**src/rtl/pcm_float32_to_int16_assert.svh**
```systemverilog
// ---------------------------------------------------------------------------
// Assertion macros for the float32 to int16 PCM converter
// Shared concurrent assertion forms used by the RTL.
// ---------------------------------------------------------------------------
`ifndef PCM_FLOAT32_TO_INT16_ASSERT_SVH
`define PCM_FLOAT32_TO_INT16_ASSERT_SVH

// implication checked on every edge outside reset
`define PF_ASSERT_IMP(lbl, clk, rst_n, a, c, msg) \
	lbl: assert property (@(posedge clk) disable iff (!rst_n) (a) |-> (c)) else $error(msg);

// next-cycle implication
`define PF_ASSERT_NXT(lbl, clk, rst_n, a, c, msg) \
	lbl: assert property (@(posedge clk) disable iff (!rst_n) (a) |=> (c)) else $error(msg);

`endif

```
**src/rtl/pf_pkg.sv**
```systemverilog
// ---------------------------------------------------------------------------
// pf_pkg
// Types and constants for the float32 to int16 PCM converter.
// ---------------------------------------------------------------------------
package pf_pkg;
	localparam logic [14:0] GAIN = 15'd32767;

	typedef enum logic [1:0] {
		CLS_NORMAL = 2'd0,
		CLS_ZERO   = 2'd1,
		CLS_CLAMP  = 2'd2,
		CLS_NAN    = 2'd3
	} cls_t;

	// side-band carried with each item down the pipe
	typedef struct packed {
		logic       neg;
		logic       last;
		cls_t       cls;
		logic [7:0] ex;
	} side_t;
endpackage

```
**src/rtl/pf_mul.sv**
```systemverilog
// ---------------------------------------------------------------------------
// pf_mul
// Stage 1: classify sample and form the exact mantissa product.
// ---------------------------------------------------------------------------
module pf_mul import pf_pkg::*; (
	input  logic        clk,
	input  logic        arst_n,
	input  logic        en,
	input  logic        vin,
	input  logic [31:0] sample_bits,
	input  logic        block_end,
	output logic        v_s1,
	output side_t       side_s1,
	output logic [38:0] p_s1
);
	logic [7:0]  ex;
	logic [22:0] fr;
	cls_t        cls;

	assign ex = sample_bits[30:23];
	assign fr = sample_bits[22:0];

	always_comb begin
		if (ex == 8'hFF) cls = (fr != 23'd0) ? CLS_NAN : CLS_CLAMP;
		else if (ex == 8'd0) cls = CLS_ZERO;
		else if (ex > 8'd142) cls = CLS_CLAMP;
		else cls = CLS_NORMAL;
	end

	always_ff @(posedge clk or negedge arst_n) begin
		if (!arst_n) v_s1 <= 1'b0;
		else if (en) v_s1 <= vin;
	end

	always_ff @(posedge clk) begin
		if (en) begin
			side_s1 <= '{neg: sample_bits[31], last: block_end, cls: cls, ex: ex};
			p_s1    <= {1'b1, fr} * {24'd0, GAIN};
		end
	end
endmodule

```
**src/rtl/pf_rnd.sv**
```systemverilog
// ---------------------------------------------------------------------------
// pf_rnd
// Stage 2: round the product to 24 bits (nearest even), find shift.
// ---------------------------------------------------------------------------
module pf_rnd import pf_pkg::*; (
	input  logic        clk,
	input  logic        arst_n,
	input  logic        en,
	input  logic        v_s1,
	input  side_t       side_s1,
	input  logic [38:0] p_s1,
	output logic        v_s2,
	output side_t       side_s2,
	output logic [23:0] q_s2,
	output logic [9:0]  k_s2
);
	logic        hi;
	logic [24:0] q;
	logic [14:0] rem;
	logic [14:0] half;
	logic        up;
	logic [24:0] qr;
	logic [23:0] qf;
	logic [9:0]  k;

	always_comb begin
		hi   = p_s1[38];
		q    = hi ? {1'b0, p_s1[38:15]} : {1'b0, p_s1[37:14]};
		rem  = hi ? p_s1[14:0] : {1'b0, p_s1[13:0]};
		half = hi ? 15'h4000 : 15'h2000;
		up   = (rem > half) || ((rem == half) && q[0]);
		qr   = q + {24'd0, up};
		qf   = qr[24] ? qr[24:1] : qr[23:0];
		k    = {2'b00, side_s1.ex} + (hi ? 10'd15 : 10'd14) + {9'd0, qr[24]} - 10'd150;
	end

	always_ff @(posedge clk or negedge arst_n) begin
		if (!arst_n) v_s2 <= 1'b0;
		else if (en) v_s2 <= v_s1;
	end

	always_ff @(posedge clk) begin
		if (en) begin
			side_s2 <= side_s1;
			q_s2    <= qf;
			k_s2    <= k;
		end
	end
endmodule

```
**src/rtl/pf_out.sv**
```systemverilog
// ---------------------------------------------------------------------------
// pf_out
// Stage 3: shift to integer, round half away, clamp, apply sign.
// ---------------------------------------------------------------------------
module pf_out import pf_pkg::*; (
	input  logic        clk,
	input  logic        arst_n,
	input  logic        en,
	input  logic        v_s2,
	input  side_t       side_s2,
	input  logic [23:0] q_s2,
	input  logic [9:0]  k_s2,
	output logic        v_s3,
	output logic [17:0] res_s3
);
	logic [9:0]  sh;
	logic [63:0] qx;
	logic [63:0] lim_p;
	logic [63:0] lim_n;
	logic [63:0] r;
	logic [15:0] val;
	logic        clip;

	always_comb begin
		sh    = -k_s2;
		qx    = {40'd0, q_s2};
		lim_p = {49'd0, 15'h7FFF} << sh[5:0];
		lim_n = {48'd0, 16'h8000} << sh[5:0];
		r     = (qx + (64'd1 << (sh[5:0] - 6'd1))) >> sh[5:0];
		val   = 16'd0;
		clip  = 1'b0;
		case (side_s2.cls)
			CLS_NAN: clip = 1'b1;
			CLS_ZERO: ;
			CLS_CLAMP: begin
				clip = 1'b1;
				val  = side_s2.neg ? 16'h8000 : 16'h7FFF;
			end
			default: begin
				if (!k_s2[9]) begin
					clip = 1'b1;
					val  = side_s2.neg ? 16'h8000 : 16'h7FFF;
				end else if (sh >= 10'd40) begin
					val = 16'd0;
				end else if (!side_s2.neg && qx > lim_p) begin
					clip = 1'b1;
					val  = 16'h7FFF;
				end else if (side_s2.neg && qx > lim_n) begin
					clip = 1'b1;
					val  = 16'h8000;
				end else begin
					val = side_s2.neg ? (16'd0 - r[15:0]) : r[15:0];
				end
			end
		endcase
	end

	always_ff @(posedge clk or negedge arst_n) begin
		if (!arst_n) v_s3 <= 1'b0;
		else if (en) v_s3 <= v_s2;
	end

	always_ff @(posedge clk) begin
		if (en) res_s3 <= {side_s2.last, clip, val};
	end
endmodule

```
**src/rtl/pcm_float32_to_int16.sv**
```systemverilog
// Path: accepted input is registered by multiply, round, convert, then sent out.
// Throughput: one item per cycle unless the master stalls; three register stages.
// A stall on the master side freezes all stages together; nothing is lost or repeated.
// Reset: arst_n asynchronous, active low, clears the stage valid bits only.
// ---------------------------------------------------------------------------
// pcm_float32_to_int16
// Float32 audio sample to signed 16-bit PCM, with clip flag and end marker.
// ---------------------------------------------------------------------------
module pcm_float32_to_int16 import pf_pkg::*; (
	input  logic        clk,
	input  logic        arst_n,
	input  logic        s_tvalid,
	output logic        s_tready,
	input  logic [31:0] s_tdata,  // [31:0] sample_bits
	input  logic        s_tlast,  // block_end
	output logic        m_tvalid,
	input  logic        m_tready,
	output logic [23:0] m_tdata,  // [15:0] pcm_value, [16] clipped, zero fill above
	output logic        m_tlast   // block_end_out
);
	`include "pcm_float32_to_int16_assert.svh"

	logic        en;
	logic        v_s1, v_s2, v_s3;
	side_t       side_s1, side_s2;
	logic [38:0] p_s1;
	logic [23:0] q_s2;
	logic [9:0]  k_s2;
	logic [17:0] res_s3;

	// whole pipe advances when output slot is free or being taken
	assign en       = !v_s3 || m_tready;
	assign s_tready = en;

	pf_mul u_mul (
		.clk(clk), .arst_n(arst_n), .en(en), .vin(s_tvalid),
		.sample_bits(s_tdata), .block_end(s_tlast),
		.v_s1(v_s1), .side_s1(side_s1), .p_s1(p_s1)
	);

	pf_rnd u_rnd (
		.clk(clk), .arst_n(arst_n), .en(en), .v_s1(v_s1), .side_s1(side_s1),
		.p_s1(p_s1), .v_s2(v_s2), .side_s2(side_s2), .q_s2(q_s2), .k_s2(k_s2)
	);

	pf_out u_out (
		.clk(clk), .arst_n(arst_n), .en(en), .v_s2(v_s2), .side_s2(side_s2),
		.q_s2(q_s2), .k_s2(k_s2), .v_s3(v_s3), .res_s3(res_s3)
	);

	assign m_tvalid = v_s3;
	assign m_tdata  = {7'd0, res_s3[16:0]};
	assign m_tlast  = res_s3[17];

	// a held output stays put while stalled
	`PF_ASSERT_NXT(a_hold, clk, arst_n, m_tvalid && !m_tready, m_tvalid && $stable(m_tdata), "output changed while stalled")
	// stage 2 item reaches the output in the next cycle when advancing
	`PF_ASSERT_NXT(a_flow, clk, arst_n, v_s2 && en, m_tvalid, "item lost between stages")
	// NaN class must always flag
	`PF_ASSERT_NXT(a_nan, clk, arst_n, v_s2 && en && side_s2.cls == CLS_NAN, m_tdata[16] && m_tdata[15:0] == 16'd0, "NaN not flagged")
endmodule

```
**config.mk**
```make
export PLATFORM = sky130hd
export DESIGN_NAME = pcm_float32_to_int16
export DESIGN_NICKNAME = d
export VERILOG_FILES = /design/src/rtl/pf_pkg.sv /design/src/rtl/pf_mul.sv /design/src/rtl/pf_rnd.sv /design/src/rtl/pf_out.sv /design/src/rtl/pcm_float32_to_int16.sv
export VERILOG_INCLUDE_DIRS = /design/src /design/src/rtl
export SDC_FILE = /design/constraint.sdc
export NUM_CORES = 1
export LEC_CHECK = 0
export ABC_AREA = 1
export BUFFER_PORTS_ARGS = -buffer_cell sky130_fd_sc_hd__buf_2
export CORE_MARGIN = 3
export CORE_UTILIZATION = 70
export CTS_CLUSTER_DIAMETER = 120
export DETAILED_ROUTE_END_ITERATION = 10
export PLACE_DENSITY = 0.84
export SYNTH_ARGS = -nofsm -noshare
export SYNTH_HDL_FRONTEND = slang
export SYNTH_SLANG_ARGS = --single-unit
```
**constraint.sdc**
```tcl
create_clock -name clk -period 17.7 [get_ports clk]
set_clock_uncertainty 0.15 [all_clocks]
set_input_delay 3.54 -clock clk [delete_from_list [all_inputs] [get_ports clk]]
set_output_delay 3.54 -clock clk [all_outputs]
set_load 0.03 [all_outputs]
```
# Word level (Yosys, flattened, before mapping)
# Cells that the tools add are included.
[totals]
n_memories = 0
romBits = 0
latch_bits = 0
out_inout_bits = 27
ram_bits = 0
reg_bits = 110
[op_classes]
n_lt_le_gt_ge = 5
n_mul = 1
n_shift = 4
mux = 21
n_reduce_logical = 11
n_addsub = 8
div_mod_pow = 0
eq_ne = 5
bitwise = 0
[ops]
columns = ["op", "count"]
rows = [
  ["$gt A24 B64 Y1", 2],
  ["$mux W16", 6],
  ["$add A24 B64 Y64", 1],
  ["$shl A1 B6 Y64 const A", 1],
  ["$shl A15 B6 Y64 const A", 1],
  ["$shl A16 B6 Y64 const A", 1],
  ["$shr A64 B6 Y16", 1],
  ["$mul A24 B15 Y39 const B", 1],
  ["$pmux W16 S2", 1],
  ["$mux W15", 2],
  ["$add A24 B1 Y25", 1],
  ["$mux W24", 1],
  ["$mux W23", 1],
  ["$reduce_bool A23 Y1", 1],
  ["$sub A1 B16 Y16 const A", 1],
  ["$eq A15 B15 Y1", 1],
  ["$gt A15 B15 Y1", 1],
  ["$add A10 B1 Y10", 1],
  ["$add A8 B10 Y10", 1],
  ["$ge A10 B6 Y1 const B", 1],
  ["$neg A10 Y10", 1],
  ["$sub A10 B8 Y10 const B", 1],
  ["$eq A8 B8 Y1 const B", 1],
  ["$gt A8 B8 Y1 const B", 1],
  ["11 further kinds", 24],
]

# Depth between registers and ports, before layout
# Gate-level depths: netlist of the first run.
[depth]
depth_word = 12
depth_mapped = 54

# Hierarchy
# A second synthesis of the first run with hierarchy kept.
[unflattened]
hier_cells = 2897
area_unflattened_um2 = 20470.9
[by_module_without_submodules]
columns = ["module", "area_per_inst_um2", "cells_each", "n_inst"]
rows = [
  ["pf_mul", 9200.1, 1022, 1],
  ["pf_out", 8062.7, 1470, 1],
  ["pf_rnd", 3144.3, 395, 1],
  ["pcm_float32_to_int16", 63.8, 10, 1],
]

# Worst setup path after synthesis of the first run
# OpenSTA, ideal clock, no wires.
[synth_path]
kind = "in2out"
startpoint = "input port m_tready"
endpoint = "output port s_tready"
stages = 2
arrival_ns = 6.074
n_path_buf = 0
t_required_ns = 14.010
slack_ns = 7.936
cell_sequence = "inv_1 > nand2_1"
[synth_between]
elab_chain_cells = 1
[synth_lines]
columns = ["element", "line", "rtl"]
rows = [
  ["from (decl)", "pcm_float32_to_int16.sv:17", "input logic m_tready,"],
  ["$logic_or A1 B1 Y1", "pcm_float32_to_int16.sv:32", "assign en = !v_s3 || m_tready;"],
  ["to (decl)", "pcm_float32_to_int16.sv:13", "output logic s_tready,"],
]
# No other way between the ends.

# Final worst setup path of the first run
[layout_path]
startpoint = "input port s_tdata[15]"
endpoint = "register u_mul.p_s1[38], data pin"
[layout_between]
elab_chain_cells = 1
[layout_lines]
columns = ["element", "line", "rtl"]
rows = [
  ["from (decl)", "pcm_float32_to_int16.sv:14", "input logic [31:0] s_tdata,"],
  ["$mul A24 B15 Y39", "pf_mul.sv:38", "p_s1 <= {1'b1, fr} * {24'd0, GAIN};"],
  ["to (signal assigned)", "pf_mul.sv:38", ""],
  ["to (decl)", "pf_mul.sv:14", "output logic [38:0] p_s1"],
]
# No other way between the ends.
# A chain may end at the register's enable or synchronous reset.

==> results by group, run 1 <==
Clock tree
  – Post-CTS Setup Bufs: 0
  – Clk Tree Root Cell: clkbuf_16
  – Longest Clk Path Bufs: 2
  – Clock transition at path regs: 0.09 ns
  – H-tree Lvls: 3
  – Post_cts resized: 0
  – Clk sinks: 110
  – CTS buffer count: 9
  – Skew-Pair Late Insertion Delay: 0.37 ns
  – CTS tree: built
  – Hold-fix buffers, CTS: 0

Worst setup path
  – Worst r2r src: u_rnd.k_s2[0]
  – Crit-path max FO: 5
  – Worst setup SP type: primary input
  – CP Data Arrival Time: 10.22 ns
  – Reg-to-reg endpoint: u_out.res_s3[10]
  – Reg2Reg Depth: 41
  – Worst setup EP type: flip-flop
  – Critical path's most frequent cell: fa_1
  – Buf/Inv on CP: 4
  – Reg2reg setup slack: 8.31 ns
  – CP max-delay cell: fa_1
  – Crit path required time: 17.67 ns
  – Crit-path leading delay family: adder cells
  – CP max stage delay: 0.67 ns
  – Setup CP Type: in -> reg

GRT
  – Largest net degree at the start of global routing: 69
  – First-pass GRT wire length: 86.97 mm
  – GRT Overall Usage: 37.83%
  – Initial antenna violation count: 0
  – Grt total ovfl: 0
  – Vias in the first global route: 17369

STA
  – RSZ-0062 raised after global routing: no
  – Final hold vios: 0
  – Fmax: 97.57 MHz
  – Actual slew at the worst max-slew pin: 0.9480 ns
  – Fin Setup TNS: 0 ns
  – Hold slack: 0.2729 ns
  – Worst rel slew slack: 36.80%
  – Crit share post-route: 57.90%
  – Final Max Tran Viols: 0
  – # setup viols final: 0
  – Period minus WS final: 10.25 ns

Cells and area
  – Final net count: 2872
  – Antenna diodes: 0
  – Area grow syn2layout: 3.721%
  – Fill cells: 2066
  – Layout cells sized above 1: 7.309%

Hold path
  – WHS Path Cells: 0
  – Critical hold path startpoint: u_rnd.side_s2[10]
  – Worst min-delay path endpoint: u_out.res_s3[17]
  – Hold Path Class: reg -> reg

Synth
  – Mapped Cells: 2489
  – Mapped Area: 18700 um2
  – Synth Area in Compound Gates: 10.73%
  – Adder-Cell Fraction of Synth Area: 30.45%
  – Xor and xnor area share after synthesis: 3.099%
  – FFs w/ async S/R, synth: 2.727%
  – Largest family of logic cells by synthesized area: adder cells
  – Mux contribution to synthesized area: 0.3279%
  – Post-synthesis sequential area ratio: 17.59%
  – Top FF cell, synth: edfxtp_1
  – FF+latch count, synth: 110
  – YS warnings: 0
  – Post-synth EDFFs: 107
  – Synth Area per Inst: 7.511 um2
  – Distinct cells, synth: 68
  – Simple-Gate Fraction of Synth Area: 28.00%

Floorplanning
  – Initial Utilization: 71.54%
  – Site Rows: 59
  – Die area: 28700 um2
  – Die Y-Extent: 169.4 um
  – Number of I/O pins: 64
  – Die Wd: 169.4 um
  – Core area: 26130 um2

Drt
  – Iteration-0 DRC Markers: 1865
  – First-pass iteration count of the detailed router: 8
  – Avg WL per Cell: 18.86 um
  – WL final: 53.28 mm
  – Vias per inst: 6.198
  – Post-route ant nets: 0
  – Total number of vias: 17508
  – # DRC: 0

Place
  – Port Buffer Count: 56
  – GP Congestion: 1.054
  – Dpl hpwl: 43.21 mm

Run status
  – Status: completed

Flow run
  – Max-Cap Viols: 0
layout make-up:
type	count	area, um2	share of cell area (%)
Clock buffer	9	225.2	1.161
Clock inverter	7	93.84	0.4839
Inverter	370	1396	7.201
Multi-Input combinational cell	1928	13610	70.20
Sequential cell	110	3288	16.96
Tap cell	335	419.2	2.162
Timing Repair Buffer	66	355.3	1.832
registers in the layout (all words and copies together), names as in the netlist:
name	flops
u_mul.p_s1	39
u_rnd.q_s2	24
u_out.res_s3	18
u_mul.side_s1	12
u_rnd.k_s2	10
u_rnd.side_s2	4
u_mul.v_s1	1
u_out.v_s3	1
u_rnd.v_s2	1
metal layers:
metal | up-vias | wire length (um) | GRT usage [%]
met4 | 0 | 3536 | 20.91
met2 | 875 | 26150 | 65.52
met5 | - | 0 | 0
li1 | 8181 | - | -
met3 | 229 | 3855 | 4.589
met1 | 8223 | 19740 | 46.17
worst max-delay path by stage:
stage                                end         from  cells after the start
final                     u_mul.p_s1[38]  s_tdata[15]                     26
after detailed placement  u_mul.p_s1[38]  s_tdata[15]                     26
after global routing      u_mul.p_s1[38]  s_tdata[15]                     26
after floorplan                 s_tready     m_tready                      2
after CTS                 u_mul.p_s1[38]  s_tdata[15]                     26
after global placement    u_mul.p_s1[38]   s_tdata[3]                     26
cells by family after synthesis:
| kind of cell | after synthesis |
|---|---|
| buffers and inverters | 457 |
| AOI/OAI and AO/OA | 355 |
| other | 1 |
| adders and majority gates | 350 |
| muxes | 6 |
| and+or+nand+nor | 1146 |
| DFF | 110 |
| xor gates and xnor gates | 64 |
metrics by stage:
| step | setup WS (ns) | util (%) | std cells | instance area, um2 |
|---|---|---|---|---|
| floorplan | 7.936 | - | 2495 | 18720 |
| global placement | 7.343 | 72.98 | 2809 | 19070 |
| detailed placement | 7.118 | 72.98 | 2809 | 19070 |
| CTS | 7.507 | 74.20 | 2825 | 19390 |
| global route | 7.172 | 74.20 | 2825 | 19390 |
| finish | 7.451 | 74.20 | 2825 | 19390 |
layout by cell type (no fill, tap or decap), types with 7 or more instances in the layout:
| cell | n |
|---|---|
| nand2_4 | 8 |
| a31oi_1 | 7 |
| buf_4 | 10 |
| clkbuf_16 | 9 |
| inv_1 | 356 |
| nor2_2 | 10 |
| nand3_2 | 11 |
| fa_1 | 175 |
| o211ai_1 | 30 |
| nor2_1 | 157 |
| conb_1 | 7 |
| a21oi_1 | 105 |
| edfxtp_1 | 107 |
| buf_2 | 56 |
| o21bai_1 | 9 |
| nand3_1 | 262 |
| or2_2 | 22 |
| o21ai_0 | 115 |
| ha_1 | 173 |
| nand2_1 | 545 |
| nand2_2 | 18 |
| nand3b_1 | 11 |
| o21ai_1 | 49 |
| nor4_1 | 14 |
| xnor2_1 | 19 |
| nand4_1 | 32 |
| inv_2 | 8 |
| nor3_1 | 33 |
| xor2_1 | 44 |
cells in the mapped netlist (19+ instances only):
library cell  count  share of area (%)
o211ai_1         30                1.2
nor2_1          157                3.2
xor2_1           44                2.1
o21ai_1          49                1.3
nand2_1         546                 11
clkbuf_1         38               0.76
edfxtp_1        107                 17
nor3_1           33               0.88
fa_1            175                 19
ha_1            175                 12
buf_2            19               0.51
or2_2            22               0.74
o21ai_0         115                3.1
xnor2_1          19               0.89
a21oi_1         105                2.8
inv_1           357                7.2
nand3_1         262                7.0
nand4_1          32                1.1
Power of run 1 is not shown: default switching activity piles up to over one toggle a cycle in this logic, so the estimate is an artifact.
==> run 2: changes to the inputs <==
--- a/config.mk
+++ b/config.mk
@@ -9,10 +9,10 @@
 export ABC_AREA = 1
 export BUFFER_PORTS_ARGS = -buffer_cell sky130_fd_sc_hd__buf_2
 export CORE_MARGIN = 3
-export CORE_UTILIZATION = 70
+export CORE_UTILIZATION = 66
 export CTS_CLUSTER_DIAMETER = 120
 export DETAILED_ROUTE_END_ITERATION = 10
-export PLACE_DENSITY = 0.84
+export PLACE_DENSITY = 0.8
 export SYNTH_ARGS = -nofsm -noshare
 export SYNTH_HDL_FRONTEND = slang
 export SYNTH_SLANG_ARGS = --single-unit
==> constraint.sdc (replaced) <==
create_clock -name clk -period 10.2 [get_ports clk]
set_clock_uncertainty 0.15 [all_clocks]
set_input_delay 2.04 -clock clk [delete_from_list [all_inputs] [get_ports clk]]
set_output_delay 2.04 -clock clk [all_outputs]
set_load 0.03 [all_outputs]
==> run 2 against run 1 <==
Against the previous run: flip-flop and latch count unchanged; largest cell class unchanged; global-route usage shrank 1.7 points; design area is 0.12% higher; highest routed layer unchanged; register-to-register slack worse by 6.6 ns; non-clock buffer count decreased by 2; utilization down 3.3 points; setup slack worse by 5.9 ns; sequential share of layout area about the same; critical path depth is the same.
==> results by group, run 2 (synthesis results as in run 1) <==
Floorplanning
  – Die Y-Extent: 174.3 um (was 169.4 um)
  – Die area: 30380 um2 (was 28700 um2)
  – Initial Utilization: 68.23% (was 71.54%)
  – Core area: 27400 um2 (was 26130 um2)
  – Site Rows: 60 (was 59)
  – Number of I/O pins: 64 (unchanged)
  – Die Wd: 174.3 um (was 169.4 um)

Cells and area
  – Final net count: 2870 (was 2872)
  – Commonest cells after routing, fill and taps aside: nand2_1, inv_1, nand3_1 (unchanged)
  – Layout cells sized above 1: 7.235% (was 7.309%)
  – Regs by FF count: u_mul.p_s1 x39, u_rnd.q_s2 x24, u_out.res_s3 x18 (unchanged)
  – Antenna diodes: 0 (unchanged)
  – Max reg flops: 39 (unchanged)
  – Most common cell after layout, fill and taps aside: nand2_1 (unchanged)
  – Top reg by flops: u_mul.p_s1 (unchanged)
  – Area grow syn2layout: 3.848% (was 3.721%)

STA
  – Crit share post-route: 85.27%
  – Fin Setup TNS: 0 ns (unchanged)
  – Period minus WS final: 8.698 ns
  – # setup viols final: 0 (unchanged)
  – Fmax: 115.0 MHz
  – Worst rel slew slack: 23.34% (was 36.80%)
  – RSZ-0062 raised after global routing: no (unchanged)
  – Final hold vios: 0 (unchanged)
  – Actual slew at the worst max-slew pin: 1.146 ns (was 0.9480 ns)
  – Final Max Tran Viols: 0 (unchanged)

Place
  – Port Buffer Count: 56 (unchanged)
  – Dpl hpwl: 44.30 mm (was 43.21 mm)
  – GP Congestion: 1.003 (was 1.054)

Clock tree
  – H-tree Lvls: 3 (unchanged)
  – Post-CTS Setup Bufs: 0 (unchanged)
  – Clk sinks: 110 (unchanged)
  – Skew-Pair Late Insertion Delay: 0.36 ns (was 0.37 ns)
  – Hold-fix buffers, CTS: 0 (unchanged)
  – Clock transition at path regs: 0.09 ns (about the same)
  – CTS tree: built (unchanged)
  – CTS buffer count: 9 (unchanged)
  – Longest Clk Path Bufs: 2 (unchanged)
  – Post_cts resized: 0 (unchanged)
  – Clk Tree Root Cell: clkbuf_16 (unchanged)

GRT
  – First-pass GRT wire length: 88.12 mm (was 86.97 mm)
  – Vias in the first global route: 17238 (was 17369)
  – Initial antenna violation count: 0 (unchanged)
  – Grt total ovfl: 0 (unchanged)
  – GRT Overall Usage: 36.17% (was 37.83%)
  – Largest net degree at the start of global routing: 79 (was 69)

Drt
  – WL final: 55.14 mm (was 53.28 mm)
  – Post-route ant nets: 0 (unchanged)
  – Total number of vias: 17457 (was 17508)
  – First-pass iteration count of the detailed router: 8 (unchanged)
  – Iteration-0 DRC Markers: 1888 (was 1865)
  – # DRC: 0 (unchanged)
  – Avg WL per Cell: 19.28 um (was 18.86 um)
  – Vias per inst: 6.104 (was 6.198)

Worst setup path
  – Critical path's most frequent cell: fa_1 (unchanged)
  – Worst setup SP type: primary input (unchanged)
  – Crit-path leading delay family: adder cells (unchanged)
  – Setup CP Type: in -> reg (unchanged)
  – CP Data Arrival Time: 8.66 ns (was 10.22 ns)
  – Setup crit end: u_mul.p_s1[38] (unchanged)
  – Reg-to-reg endpoint: u_out.res_s3[6] (was u_out.res_s3[10])
  – Critical path depth: 26 (unchanged)
  – CP max-delay cell: fa_1 (unchanged)
  – Reg2Reg Depth: 39 (was 41)
  – Crit-path max FO: 4 (was 5)
  – Buf/Inv on CP: 4 (unchanged)
  – Worst setup EP type: flip-flop (unchanged)
  – CP Launch Point: s_tdata[10] (was s_tdata[15])
  – Worst r2r src: u_rnd.k_s2[0] (unchanged)
  – Reg2reg setup slack: 1.67 ns (was 8.31 ns)
  – CP max stage delay: 0.69 ns (was 0.67 ns)
  – Crit path required time: 10.16 ns (was 17.67 ns)

Hold path
  – Hold Path Class: reg -> reg (unchanged)

Flow run
  – Max-Cap Viols: 0 (unchanged)

Run status
  – Status: completed (unchanged)
## run 2: changes by cell type in the layout (fill, tap and decap cells not counted)
cell / change
clkinv_4: +2
buf_4: -2
inv_6: -1
inv_12: -1
## run 2: metal layers
layer  share of wire (%)  track usage [%]  routed length, um
met1                  38            43.45              20950
met2                  50            64.18              27300
met3                 5.8            2.883               3181
met4                 6.7            20.24               3710
met5                   0                0                  0
## run 2: area by class of cell
type	instances	area [um2]
multi-input combinational	1928	13610
clock buffer	9	225.2
timing repair buffer	64	340.3
sequential	110	3288
inverter	370	1396
tap	372	465.4
clock inverter	7	86.33
fill	2273	7986
## run 2: metrics by stage
step                      std cells  hold WS (ns)  cell area (um2)  util (%)  setup WS, ns
after floorplan                2495        0.2503            18720         -         2.011
after global placement         2844        0.2524            19100     69.72         1.372
after detailed placement       2844        0.2554            19100     69.72         1.129
after CTS                      2860        0.2755            19410     70.85         1.511
after global routing           2860        0.2815            19410     70.85         1.089
final                          2860        0.2773            19410     70.85         1.502
## run 2: worst min-delay path by stage
stage	slack (ns)	endpoint	depth (start not counted)	startpoint
6_report	0.28	u_rnd.side_s2[9]	0	u_mul.side_s1[9]
3_3_place_gp	0.25	u_out.res_s3[17]	0	u_rnd.side_s2[10]
5_1_grt	0.28	u_rnd.side_s2[9]	0	u_mul.side_s1[9]
2_1_floorplan	0.25	u_out.res_s3[17]	0	u_rnd.side_s2[10]
4_1_cts	0.28	u_rnd.side_s2[10]	0	u_mul.side_s1[10]
3_5_place_dp	0.26	u_rnd.side_s2[10]	0	u_mul.side_s1[10]
## run 2: worst register-to-register path, delay by kind of cell (launching register included)
family | cells | cell delay [ns]
buf+inv | 4 | 1.31
compound gates | 5 | 1.04
fa+ha+maj | 4 | 1.50
flops | 1 | 0.43
simple gates | 26 | 3.88
Power of run 2 is left out for the same reason.
